[config.mk]
export PLATFORM = sky130hd
export DESIGN_NAME = vcl_div
export DESIGN_NICKNAME = d
export VERILOG_FILES = /design/src/rtl/vcl_div.sv
export SDC_FILE = /design/constraint.sdc
export NUM_CORES = 2
export LEC_CHECK = 0
export ABC_AREA = 1
export BUFFER_PORTS_ARGS = -buffer_cell sky130_fd_sc_hd__clkbuf_2
export CAP_MARGIN = 20
export CORE_MARGIN = 5
export CORE_UTILIZATION = 55
export CTS_CLUSTER_SIZE = 14
export DETAILED_ROUTE_END_ITERATION = 12
export GPL_ROUTABILITY_DRIVEN = 0
export MAX_ROUTING_LAYER = met4
export PLACE_DENSITY = 0.76
export REMOVE_ABC_BUFFERS = 1
export SLEW_MARGIN = 20
export SYNTH_ARGS = -nofsm -noshare
export SYNTH_HDL_FRONTEND = slang
export SYNTH_SLANG_ARGS = --single-unit
[constraint.sdc]
create_clock -name clk_i -period 5.1 [get_ports clk_i]
set_input_delay 0.255 -clock clk_i [delete_from_list [all_inputs] [get_ports clk_i]]
set_output_delay 0.255 -clock clk_i [all_outputs]
set_load 0.05 [all_outputs]
[src/rtl/vcl_div.sv]
// ----------------------------------------------------------------------------
// vcl_div
// Pipelined restoring divider, one quotient bit per stage, with sideband.
// ----------------------------------------------------------------------------
module vcl_div #(
  parameter int N  = 32,
  parameter int M  = 16,
  parameter int TW = 1
) (
  input  logic          clk_i,
  input  logic          rst_ni,
  input  logic          in_vld_i,
  input  logic [N-1:0]  num_i,
  input  logic [M-1:0]  den_i,
  input  logic [TW-1:0] tag_i,
  output logic          out_vld_o,
  output logic [N-1:0]  quo_o,
  output logic [TW-1:0] tag_o
);

  logic [M-1:0]  rem_q [N];
  logic [N-1:0]  num_q [N];
  logic [N-1:0]  quo_q [N];
  logic [M-1:0]  den_q [N];
  logic [TW-1:0] tag_q [N];
  logic          vld_q [N];

  for (genvar s = 0; s < N; s++) begin : g_stage
    logic [M-1:0]  r_in;
    logic [N-1:0]  n_in;
    logic [N-1:0]  q_in;
    logic [M-1:0]  d_in;
    logic [TW-1:0] t_in;
    logic          v_in;
    logic [M:0]    trial;
    logic [M:0]    diff;
    logic          ge;

    if (s == 0) begin : g_first
      assign r_in = '0;
      assign n_in = num_i;
      assign q_in = '0;
      assign d_in = den_i;
      assign t_in = tag_i;
      assign v_in = in_vld_i;
    end else begin : g_next
      assign r_in = rem_q[s-1];
      assign n_in = num_q[s-1];
      assign q_in = quo_q[s-1];
      assign d_in = den_q[s-1];
      assign t_in = tag_q[s-1];
      assign v_in = vld_q[s-1];
    end

    assign trial = {r_in, n_in[N-1]};
    assign ge    = trial >= {1'b0, d_in};
    assign diff  = trial - {1'b0, d_in};

    always_ff @(posedge clk_i or negedge rst_ni) begin
      if (!rst_ni) begin
        vld_q[s] <= 1'b0;
      end else begin
        vld_q[s] <= v_in;
      end
    end

    always_ff @(posedge clk_i) begin
      rem_q[s] <= ge ? diff[M-1:0] : trial[M-1:0];
      num_q[s] <= {n_in[N-2:0], 1'b0};
      quo_q[s] <= {q_in[N-2:0], ge};
      den_q[s] <= d_in;
      tag_q[s] <= t_in;
    end
  end

  assign out_vld_o = vld_q[N-1];
  assign quo_o     = quo_q[N-1];
  assign tag_o     = tag_q[N-1];

endmodule

==> impl_results.md <==
* Vias per cell at 4.99
* Final Hold Vio Count at 0
* Crit Path Class: reg -> reg
* Nets at 11.4k
* Leak Pwr at 0.0508 uW
* Register area share after synthesis at 0.503
* Crit share post-route at 0.536
* Syn Area/Cell at 7.88 um2
* Clock Pin Slew Worst Setup and Hold Paths at 60 ps
* Setup Viol. Count Final at 0
* Vias in the first global route at 61.6k
* WHS Path Cells at 2
* Worst slew pin tran at 921 ps
* Hold Crit Class: in -> reg
* Latest clock arrival within the worst-skew pair at 840 ps
* Post-Synthesis Cells at 10.6k
* CTS H-Tree Depth at 4
* # IOs at 86
* Met1 track utilization from global routing at 0.289
* Final Skew at 58.5 ps
* R2R Setup Slk at 2360 ps
* Detailed Route Iter0 Violations at 5471
* Most frequent cells in the layout: nand2_1, dfxtp_1, inv_1
* Initial antenna violation count at 1
* Library cells used by synthesis at 42
* Drc violations at 0
* Maximum clock rate at 366 MHz
* Total CTS buffers at 199
* Max-cap check violation count at 0
* Arrival @ worst endpoint at 3410 ps
* GRT met3 Usage at 0.0343
* CTS tree: yes
* Antenna Cells at 0
* RSZ-0062 raised after global routing: no
* Core Footprint at 0.150 mm2
* Largest net degree at the start of global routing at 32
* DRT Pass-1 Iters at 6
* Total GRT Usage at 0.229
* Fillcell total at 12.6k
* Critical Path End Type: flop
* VDD IR-drop max at 0.475 mV
* Cell area power density at 587 mW/mm2
* Share of post-route cells with drive strength above 1 at 0.0568
* Antenna Violating Nets Remaining at 0
* Gr busiest metal: met2
* Dpl ws at 2460 ps
* Die width at 399 um
* RR Startpoint: den_q[4][2]
* Post-route minimum period at 2740 ps
* Post-Syn Area at 0.0832 mm2
* Slew HR at 0.381
* First-pass GRT wire length at 296000 um
* Die area at 0.159 mm2
* Setup TNS at 0 ps
* Final slew viol count at 0
* Hold Crit Endpoint: num_q[0][27]
* Commonest non-fill, non-tap cell in the layout: nand2_1
* Area growth syn-to-layout at 11.4%
* Drt total wl at 179000 um
* Remaining global-route overflow at 0
* Die Height at 399 um
* Hold Crit Start: num_i[27]
* Vias at 64.7k
* Clock Path Buffers at 3
* GRT met2 Usage at 0.373
* Post-CTS resize count at 0
* DP HPWL at 134000 um
* Final setup margin at 2360 ps
* Crit Path Max Fanout at 20
* PortBufs at 85
* Synth Register Bits at 2080
* Yosys warning count at 0
* Num rows at 142
* Crit path required time at 5780 ps
* Run status: finished clean
* CTS Root Cell: clkbuf_16
* DP Cell Count at 12.5k
* Worst r2r path cells at 13
* Layout Cells excl Fill at 13.0k
* # clock sinks at 2080
* Starting density of the core at 0.554
* Worst Setup Start Kind: flop
* Reg-to-reg endpoint: rem_q[1][30]
* WL/cell at 13.8 um
-- metal layers --
layer | part of all wire | vias up
met5 | 0 | -
met4 | 0.037 | 0
met3 | 0.068 | 502
met2 | 0.46 | 2302
met1 | 0.43 | 29300
li1 | - | 32600
-- layout make-up --
cell class                      count  area [um2]  area share
Sequential cell                  2080       41800       0.451
Multi-Input combinational cell   6439       33300       0.359
Timing Repair Buffer              139         963      0.0104
Clock inverter                     95        1370      0.0147
Inverter                         1918        7200      0.0777
Clock buffer                      271        5550      0.0599
Tap cell                         2016        2520      0.0272
-- metrics by stage --
step / hold WS, ps / util / instance area (um2) / power [uW]
3_5_place_dp: 312 / 0.568 / 85200 / 39200
2_1_floorplan: -40.6 / - / 82300 / 34700
5_1_grt: 29.2 / 0.617 / 92700 / 58300
3_3_place_gp: 310 / 0.568 / 85200 / 38700
4_1_cts: 2.06 / 0.617 / 92700 / 54600
6_report: 58.1 / 0.617 / 92700 / 54400
-- cell families (layout without fill, tap and decap cells) --
group	count (synthesis)	after routing	share of synthesized area
buffers and inverters	2032	2423	0.0972
xor gates and xnor gates	182	182	0.0192
adders and majority gates	528	528	0.0821
AOI/OAI and AO/OA	337	337	0.0221
DFF	2080	2080	0.503
and+or+nand+nor	5392	5392	0.277
-- synthesized netlist by cell type --
library cell,n,share of area
a21boi_1,1,0.000090
a21boi_2,6,0.00081
a21o_1,1,0.000090
a21oi_1,265,0.016
and2_1,28,0.0021
and3_1,15,0.0011
buf_12,4,0.00096
buf_2,43,0.0026
buf_4,24,0.0022
buf_6,32,0.0043
clkbuf_1,1,0.000045
clkbuf_2,10,0.00060
dfrtp_1,32,0.0096
dfxtp_1,2048,0.49
fa_1,30,0.0072
ha_1,498,0.075
inv_1,1904,0.086
inv_2,14,0.00063
nand2_1,3658,0.17
nand2_2,56,0.0042
nand2_4,28,0.0038
nand3_1,825,0.050
nand3_2,20,0.0024
nand3_4,7,0.0015
nand3b_1,54,0.0049
nand4_1,136,0.010
nor2_1,393,0.018
nor2_2,22,0.0017
nor2_4,28,0.0038
nor3_1,86,0.0052
nor3_2,3,0.00036
nor3b_2,1,0.00015
nor4_1,3,0.00023
nor4_2,9,0.0014
o21a_1,26,0.0023
o21ai_0,12,0.00072
o21ai_1,9,0.00054
o21bai_1,17,0.0015
or2_1,2,0.00015
or2_2,18,0.0014
xnor2_1,42,0.0044
xor2_1,140,0.015
-- how the worst max path moves through the flow --
stage,startpoint,to,slack [ps],cells after the start
6_report,den_q[4][2],rem_q[1][30],2360,13
3_5_place_dp,den_q[4][2],rem_q[1][20],2460,13
2_1_floorplan,den_q[4][3],rem_q[1][24],3120,11
5_1_grt,den_q[4][9],rem_q[1][30],2100,11
3_3_place_gp,den_q[4][6],rem_q[1][27],2540,11
4_1_cts,den_q[4][2],rem_q[1][30],2450,13
-- critical path, stage by stage, from the launching register on --
cell	delay, ps
dfxtp_1	320
inv_1	40
ha_1	390
nand2_1	120
nand2_1	110
nand2_1	70
nand2_1	60
nand2_1	60
nand3_1	90
nand2_1	60
nand2_1	570
inv_1	470
nand2_1	150
nand2_1	60
-- power breakdown --
group / total [uW] / switching, uW / internal [uW]
Clock: 15000 / 6290 / 8750
Sequential: 20900 / 1610 / 19300
Combinational: 18500 / 12200 / 6340
-- what timing repair did --
| item | CTS | global route |
|---|---|---|
| hold endpoints to repair | 97 | 0 |
| hold buffers | 53 | 0 |
| setup buffers | 0 | 0 |
-- registers in the layout, indices dropped and copies added, names as in the netlist --
register	flops
tag_q	32
out_vld_o	1
quo_q	528
g_stage.v_in	31
num_q	496
rem_q	496
den_q	496
Power figures use the tool's default switching activity.
