==> config.mk <==
export PLATFORM = sky130hd
export DESIGN_NAME = vcl_sqrt
export DESIGN_NICKNAME = d
export VERILOG_FILES = /design/src/rtl/vcl_sqrt.sv
export SDC_FILE = /design/constraint.sdc
export NUM_CORES = 1
export LEC_CHECK = 0
export BUFFER_PORTS_ARGS = -buffer_cell sky130_fd_sc_hd__buf_2
export CAP_MARGIN = 0
export CORE_MARGIN = 3
export CORE_UTILIZATION = 39
export CTS_CLUSTER_SIZE = 14
export DETAILED_ROUTE_END_ITERATION = 7
export GPL_TIMING_DRIVEN = 0
export HOLD_SLACK_MARGIN = 0.12
export PLACE_DENSITY_LB_ADDON = 0.05
export SETUP_SLACK_MARGIN = 0.2
export SLEW_MARGIN = 10
export SYNTH_ARGS = -nofsm -noshare
export SYNTH_HDL_FRONTEND = slang
export SYNTH_SLANG_ARGS = --single-unit
==> constraint.sdc <==
create_clock -name clk_i -period 3.41 [get_ports clk_i]
set_input_delay 0.1705 -clock clk_i [delete_from_list [all_inputs] [get_ports clk_i]]
set_output_delay 0.1705 -clock clk_i [all_outputs]
set_load 0.02 [all_outputs]
==> src/rtl/vcl_sqrt.sv <==
// ----------------------------------------------------------------------------
// vcl_sqrt
// Pipelined integer square root, one root bit per stage.
// ----------------------------------------------------------------------------
module vcl_sqrt #(
  parameter int K = 17
) (
  input  logic           clk_i,
  input  logic [2*K-1:0] rad_i,
  output logic [K-1:0]   root_o
);

  logic [K+1:0]   rem_q [K];
  logic [K-1:0]   rt_q  [K];
  logic [2*K-1:0] x_q   [K];

  for (genvar s = 0; s < K; s++) begin : g_stage
    logic [K+1:0]   r_in;
    logic [K-1:0]   rt_in;
    logic [2*K-1:0] x_in;
    logic [K+3:0]   t;
    logic [K+3:0]   trial;
    logic [K+3:0]   diff;
    logic           ge;

    if (s == 0) begin : g_first
      assign r_in  = '0;
      assign rt_in = '0;
      assign x_in  = rad_i;
    end else begin : g_next
      assign r_in  = rem_q[s-1];
      assign rt_in = rt_q[s-1];
      assign x_in  = x_q[s-1];
    end

    assign t     = {r_in, x_in[2*K-1 -: 2]};
    assign trial = {2'b00, rt_in, 2'b01};
    assign ge    = t >= trial;
    assign diff  = t - trial;

    always_ff @(posedge clk_i) begin
      rem_q[s] <= ge ? diff[K+1:0] : t[K+1:0];
      rt_q[s]  <= {rt_in[K-2:0], ge};
      x_q[s]   <= {x_in[2*K-3:0], 2'b00};
    end
  end

  assign root_o = rt_q[K-1];

endmodule

==> results of run 1 <==
-- state kept, by name, indices dropped and copies added (netlist names) --
name	flops
x_q	272
rem_q	282
rt_q	153
-- cell type report --
cell class,count,area (µm²),share of cell area
Buffer,38,168.9,0.005619
Multi-Input combinational cell,1498,10410,0.3462
Inverter,203,764.5,0.02543
Tap cell,855,1070,0.03559
Timing Repair Buffer,89,628.1,0.02089
Clock inverter,39,670.6,0.02231
Sequential cell,707,14150,0.4708
Clock buffer,102,2201,0.07321
-- placed cells by master, fill, tap and decap left out, types with 8 or more instances in the layout --
cell type / count
nand3b_1: 10
dlygate4sd3_1: 35
clkbuf_8: 18
a31oi_1: 9
clkbuf_1: 34
clkbuf_16: 77
nor4_1: 33
ha_1: 171
nor3_1: 60
o21ai_0: 125
nand3_1: 35
nand4_1: 25
xnor2_1: 117
xor2_1: 104
buf_2: 55
nor2b_1: 25
dfxtp_1: 707
mux2_2: 23
or4_1: 15
clkinvlp_4: 8
bufinv_16: 12
or3_1: 24
a21o_1: 40
inv_1: 202
nor2_1: 165
o31ai_1: 10
clkinv_2: 12
nand2_1: 142
nand2b_1: 27
o211ai_1: 15
and2_1: 9
a211oi_1: 12
o21a_1: 34
and3_1: 11
a21oi_1: 140
o2111ai_1: 8
-- final timing paths --
kind	start	to	slack [ns]	cells past startpoint
min	rad_i[22]	x_q[0][22]	0.18	2
max	rt_q[13][11]	rem_q[0][277]	0.36	10
max reg2reg	rt_q[13][11]	rem_q[0][277]	0.36	10
min reg2reg	x_q[0][173]	x_q[0][207]	0.32	0
-- through the flow --
step,total power [mW],std cells
2_1_floorplan,13.52,2446
3_3_place_gp,14.58,3352
3_5_place_dp,14.63,3352
4_1_cts,23.82,3528
5_1_grt,24.85,3531
6_report,23.47,3531
-- logic make-up (layout without fill, tap and decap cells) --
group                    Yosys count  in the layout  synth area share
adder cells (fa/ha/maj)          171            171           0.08407
flip-flops                       707            707            0.5562
multiplexers                      28             28           0.01214
AO/OA/AOI/OAI                    461            461            0.1131
other                              1              1         0.0001474
buffers and inverters            241            471           0.03643
XOR/XNOR                         221            221           0.07606
AND/OR/NAND/NOR                  616            616            0.1218
-- critical path, stage by stage (launching register included) --
cell      delay, ns
dfxtp_1        0.35
inv_1          0.05
ha_1           0.41
and4b_1        0.35
nand4_1        0.36
nor3_4         0.38
or3_1          0.17
a21o_1         0.09
clkbuf_2       0.30
clkbuf_2       0.33
a21oi_1        0.12
-- per-layer routing --
metal  global-route usage  share of wire  vias up
met2               0.2339           0.43      383
met5                    0              0        -
met1               0.2121           0.49     7858
met4              0.04666          0.019        0
met3              0.02978          0.055       82
li1                     -              -     8708
-- power groups by stage --
stage               clock network, mW  registers [mW]  logic, mW
floorplan                           0            10.5       2.97
global placement                    0            10.9       3.70
detailed placement                  0            10.9       3.74
CTS                              9.30            10.7       3.80
global route                     9.63            10.9       4.34
finish                           8.96            10.7       3.81
-- timing repair --
item	CTS	global route
buffers inserted	0	3
hold buffers	35	0
endpoints found under the hold margin	35	0
pin swaps	1	2
setup endpoints to repair	32	52
resized for setup	6	8
==> impl_metrics.py, run 1 <==
metrics = {
    "run_status": {
        "status": "finished clean",
    },
    "finish": {
        "area_growth_pct": 18.13,
        "fin_area_mm2": 0.03006,
        "fin_util": 0.4663,
        "fill_cells": 6010,
        "drive_gt1_frac": 0.09454,
        "insertedDiodeCount": 0,
        "final_nets": 2820,
    },
    "global_route": {
        "grt_pass1_vias": 16740,
        "grt_pass1_wl_um": 84110,
        "grt_remaining_overflow": 0,
        "grt_antenna_before_repair": 0,
        "grt_max_degree": 15,
        "track_usage": 0.1508,
    },
    "clocking": {
        "cts_inserted_buffers": 77,
        "path_clk_slew_ns": 0.06,
        "cts_max_path_buffers": 3,
        "cts_tree": "built",
        "cts.sinks": 707,
        "htreeDepth": 3,
        "clock_latency_ns": 0.63,
        "clockRootBuffer": "clkbuf_16",
    },
    "synth": {
        "synth_area_leader_cell": "dfxtp_1",
        "synthCells": 2446,
        "netlist.area_leader.share": 0.5562,
        "synth_edf_count": 0,
        "synth.net_count": 2652,
        "yosysUniqueCellTypes": 72,
        "synth_commonest_cells": "dfxtp_1, inv_1, ha_1",
        "ys_seq_elements": 707,
        "synth_most_common_cell": "dfxtp_1",
        "synth_warnings": 0,
        "synth_area_leaders": "dfxtp_1, ha_1, xnor2_1",
        "syn_avg_cell_area_um2": 10.40,
        "async_flop_share": 0,
        "netlist_area_mm2": 0.02545,
        "ys_seq_area_frac": 0.5562,
        "synthFlopType": "dfxtp_1",
    },
    "route": {
        "antenna_left": 0,
        "wl_per_cell_um": 14.31,
        "vias_per_cell": 4.823,
        "drc": 0,
        "first_pass_iters": 5,
        "via_count": 17030,
        "routed_wl_um": 50510,
        "drtIter0Drc": 1019,
    },
    "floorplan": {
        "io_pins": 52,
        "fp.dieArea_mm2": 0.06835,
        "initial_utilization": 0.3948,
        "core_area_mm2": 0.06446,
        "die_h_um": 261.4,
        "fp.dieW_um": 261.4,
        "rows": 93,
    },
    "placement": {
        "gp_congestion": 0.9035,
        "preCtsSetupSlack_ns": -0.2104,
        "port_buffers": 51,
        "postPlaceCellArea_mm2": 0.02677,
        "hpwl_um": 37910,
    },
    "sta": {
        "finalSetupViolations": 0,
        "slew_headroom": 0.3040,
        "period_needed_ns": 3.047,
        "min_period_over_period": 0.8934,
        "rsz0062_at_grt": "yes",
        "fin_setup_tns_ns": 0,
        "holdWs_ns": 0.1791,
        "worst_slack_ns": 0.3634,
        "tightest_slew_ns": 1.030,
        "timing.final.hold_violations": 0,
        "fmax_mhz": 328.2,
        "finClkSkew_ns": 0.03827,
        "report.final.slew_viol_count": 0,
    },
    "setup_path": {
        "worstSetupStartpointType": "flip-flop",
        "crit_type": "flip-flop to flip-flop",
        "path_max_fanout": 10,
        "crit_required_ns": 3.89,
        "cp.arrival_ns": 3.53,
        "crit_path_end_kind": "flip-flop",
    },
    "power_and_ir_drop": {
        "vdd_drop_max_mv": 0.5893,
        "combPwrFrac": 0.162,
        "p_int_mw": 17.01,
        "switchingPower_mw": 6.456,
        "p_leak_nw": 13.87,
        "p_sw_frac": 0.2751,
        "power.share.clock": 0.382,
        "pwr-share-seq": 0.456,
        "p_per_area_mw_per_mm2": 780.6,
    },
    "min_path": {
        "min_path_type": "input port to flip-flop",
    },
    "job": {
        "drv_cap": 0,
    },
}
Note: power is estimated with default switching activity, not from simulation.
==> run 2, diff against run 1 <==
--- a/config.mk
+++ b/config.mk
@@ -7,6 +7,8 @@
 export LEC_CHECK = 0
 export BUFFER_PORTS_ARGS = -buffer_cell sky130_fd_sc_hd__buf_2
 export CAP_MARGIN = 0
+export CELL_PAD_IN_SITES_DETAIL_PLACEMENT = 0
+export CELL_PAD_IN_SITES_GLOBAL_PLACEMENT = 1
 export CORE_MARGIN = 3
 export CORE_UTILIZATION = 39
 export CTS_CLUSTER_SIZE = 14
==> run 2 against run 1 <==
  * Register-to-register slack improved by 0.02 ns
  * Largest cell class unchanged
  * Critical path type unchanged
  * Critical path depth did not move
  * Cell area fell by 0.84%
  * Flip-flop and latch count did not move
  * Sequential power barely moved
==> impl_metrics.py, run 2 (synthesis results as in run 1) <==
metrics = {
    "route": {
        "drtIter0Drc": 735,
        "antenna_left": 0,
        "routed_wl_um": 51850,
        "vias_per_cell": 4.796,
        "first_pass_iters": 7,
        "drc": 0,
        "wl_per_cell_um": 14.73,
        "via_count": 16890,
    },
    "setup_path": {
        "crit_path_end_kind": "flip-flop",
        "cpMaxStageDelayCell": "dfxtp_1",
        "worstSetupStartpointType": "flip-flop",
        "cp.arrival_ns": 3.52,
        "path_max_fanout": 10,
        "crit_chain": "inv_1, ha_1, nand4_1, nor4_1, a22o_1, or3_1, clkbuf_1, clkbuf_2, nor2_1, a21oi_1",
        "crit_required_ns": 3.91,
        "crit_buf_inv": 3,
        "crit_type": "flip-flop to flip-flop",
        "critPathMaxStageDelay_ns": 0.44,
        "cpLargestDelayFamily": "buffers and inverters",
    },
    "placement": {
        "place_inst": 3352,
        "preCtsSetupSlack_ns": -0.1199,
        "hpwl_um": 39340,
        "port_buffers": 51,
        "gp_congestion": 0.8686,
    },
    "global_route": {
        "grt_pass1_vias": 16470,
        "grt_remaining_overflow": 0,
        "grt_antenna_before_repair": 2,
        "track_usage": 0.1525,
        "grt_max_degree": 15,
        "grt_pass1_wl_um": 84220,
    },
    "sta": {
        "slew_headroom": 0.3026,
        "min_period_over_period": 0.8862,
        "finClkSkew_ns": 0.02293,
        "tightest_slew_ns": 1.033,
        "finalSetupViolations": 0,
        "rsz0062_at_grt": "no",
        "timing.final.hold_violations": 0,
        "worst_slack_ns": 0.3882,
        "period_needed_ns": 3.022,
        "fin_setup_tns_ns": 0,
        "fmax_mhz": 330.9,
        "report.final.slew_viol_count": 0,
    },
    "floorplan": {
        "fp.dieW_um": 261.4,
        "initial_utilization": 0.3948,
        "die_h_um": 261.4,
        "io_pins": 52,
        "fp.dieArea_mm2": 0.06835,
        "core_area_mm2": 0.06446,
        "rows": 93,
    },
    "finish": {
        "final_common_cell": "dfxtp_1",
        "fin_util": 0.4624,
        "fill_cells": 6128,
        "drive_gt1_frac": 0.09077,
        "final_nets": 2819,
        "fin_cells": 3521,
        "insertedDiodeCount": 0,
        "layout_common_cells": "dfxtp_1, inv_1, ha_1",
        "area_growth_pct": 17.14,
        "largest_reg_flops": 282,
        "regMostFlops": "rem_q",
        "top_regs": "rem_q: 282 flops, x_q: 272 flops, rt_q: 153 flops",
    },
    "clocking": {
        "cts.sinks": 707,
        "path_clk_slew_ns": 0.06,
        "clockRootBuffer": "clkbuf_16",
        "cts_inserted_buffers": 76,
        "cts_tree": "built",
        "cts_max_path_buffers": 3,
        "htreeDepth": 3,
        "clock_latency_ns": 0.61,
    },
    "job": {
        "drv_cap": 0,
    },
    "power_and_ir_drop": {
        "vdd_drop_max_mv": 0.4510,
        "p_per_area_mw_per_mm2": 770.1,
        "p_total_mw": 22.96,
        "p_leak_nw": 13.78,
    },
    "run_status": {
        "status": "finished clean",
    },
    "min_path": {
        "min_path_type": "input port to flip-flop",
    },
}
-- run 2: cell count changes in the layout (fill, tap and decap cells not counted), sizes merged --
cell and delta:
clkbuf -3, bufinv -3, clkinvlp -8, clkinv +4
-- run 2: metal layers --
layer,track usage,up-vias,part of all wire,wire length [µm]
met2,0.2393,309,0.44,22590
met4,0.05513,0,0.027,1394
met5,0,-,0,0
li1,-,8684,-,-
met3,0.02563,102,0.042,2177
met1,0.2117,7791,0.50,25690
-- run 2: through the flow --
stage / hold slack [ns] / instance area (µm²)
global placement: 0.2724 / 26770
finish: 0.1893 / 29810
floorplan: 0.1982 / 25450
detailed placement: 0.2741 / 26770
CTS: 0.1256 / 29750
global route: 0.1561 / 29810
-- run 2: final timing paths --
kind / from / end / slack [ns] / depth (start not counted)
hold / removal: rad_i[2] / x_q[0][2] / 0.19 / 2
hold reg to reg: x_q[0][111] / x_q[0][145] / 0.32 / 0
setup reg to reg: rt_q[7][3] / rem_q[0][161] / 0.39 / 10
setup / recovery: rt_q[7][3] / rem_q[0][161] / 0.39 / 10
-- run 2: power breakdown --
group	switching [mW]	leakage [nW]	internal (mW)	total, mW
Sequential	1.02	5.92	9.70	10.7
Combinational	2.04	6.56	1.77	3.81
Clock	3.29	1.30	5.13	8.42
Total	6.35	13.8	16.6	23.0
-- run 2: layout make-up --
type / count / area (µm²) / area share
Sequential cell: 707 / 14150 / 0.4748
Timing Repair Buffer: 89 / 628.1 / 0.02107
Multi-Input combinational cell: 1498 / 10410 / 0.3490
Tap cell: 855 / 1070 / 0.03589
Clock inverter: 32 / 480.5 / 0.01612
Clock buffer: 99 / 2138 / 0.07173
Inverter: 203 / 764.5 / 0.02564
Buffer: 38 / 171.4 / 0.005750
-- run 2: repair_timing --
action | in CTS | in global routing
buffers inserted | 0 | 3
setup endpoints to repair | 32 | 56
pin swaps | 0 | 2
hold buffers | 35 | 0
gates resized for setup | 4 | 14
hold endpoints to repair | 35 | 0
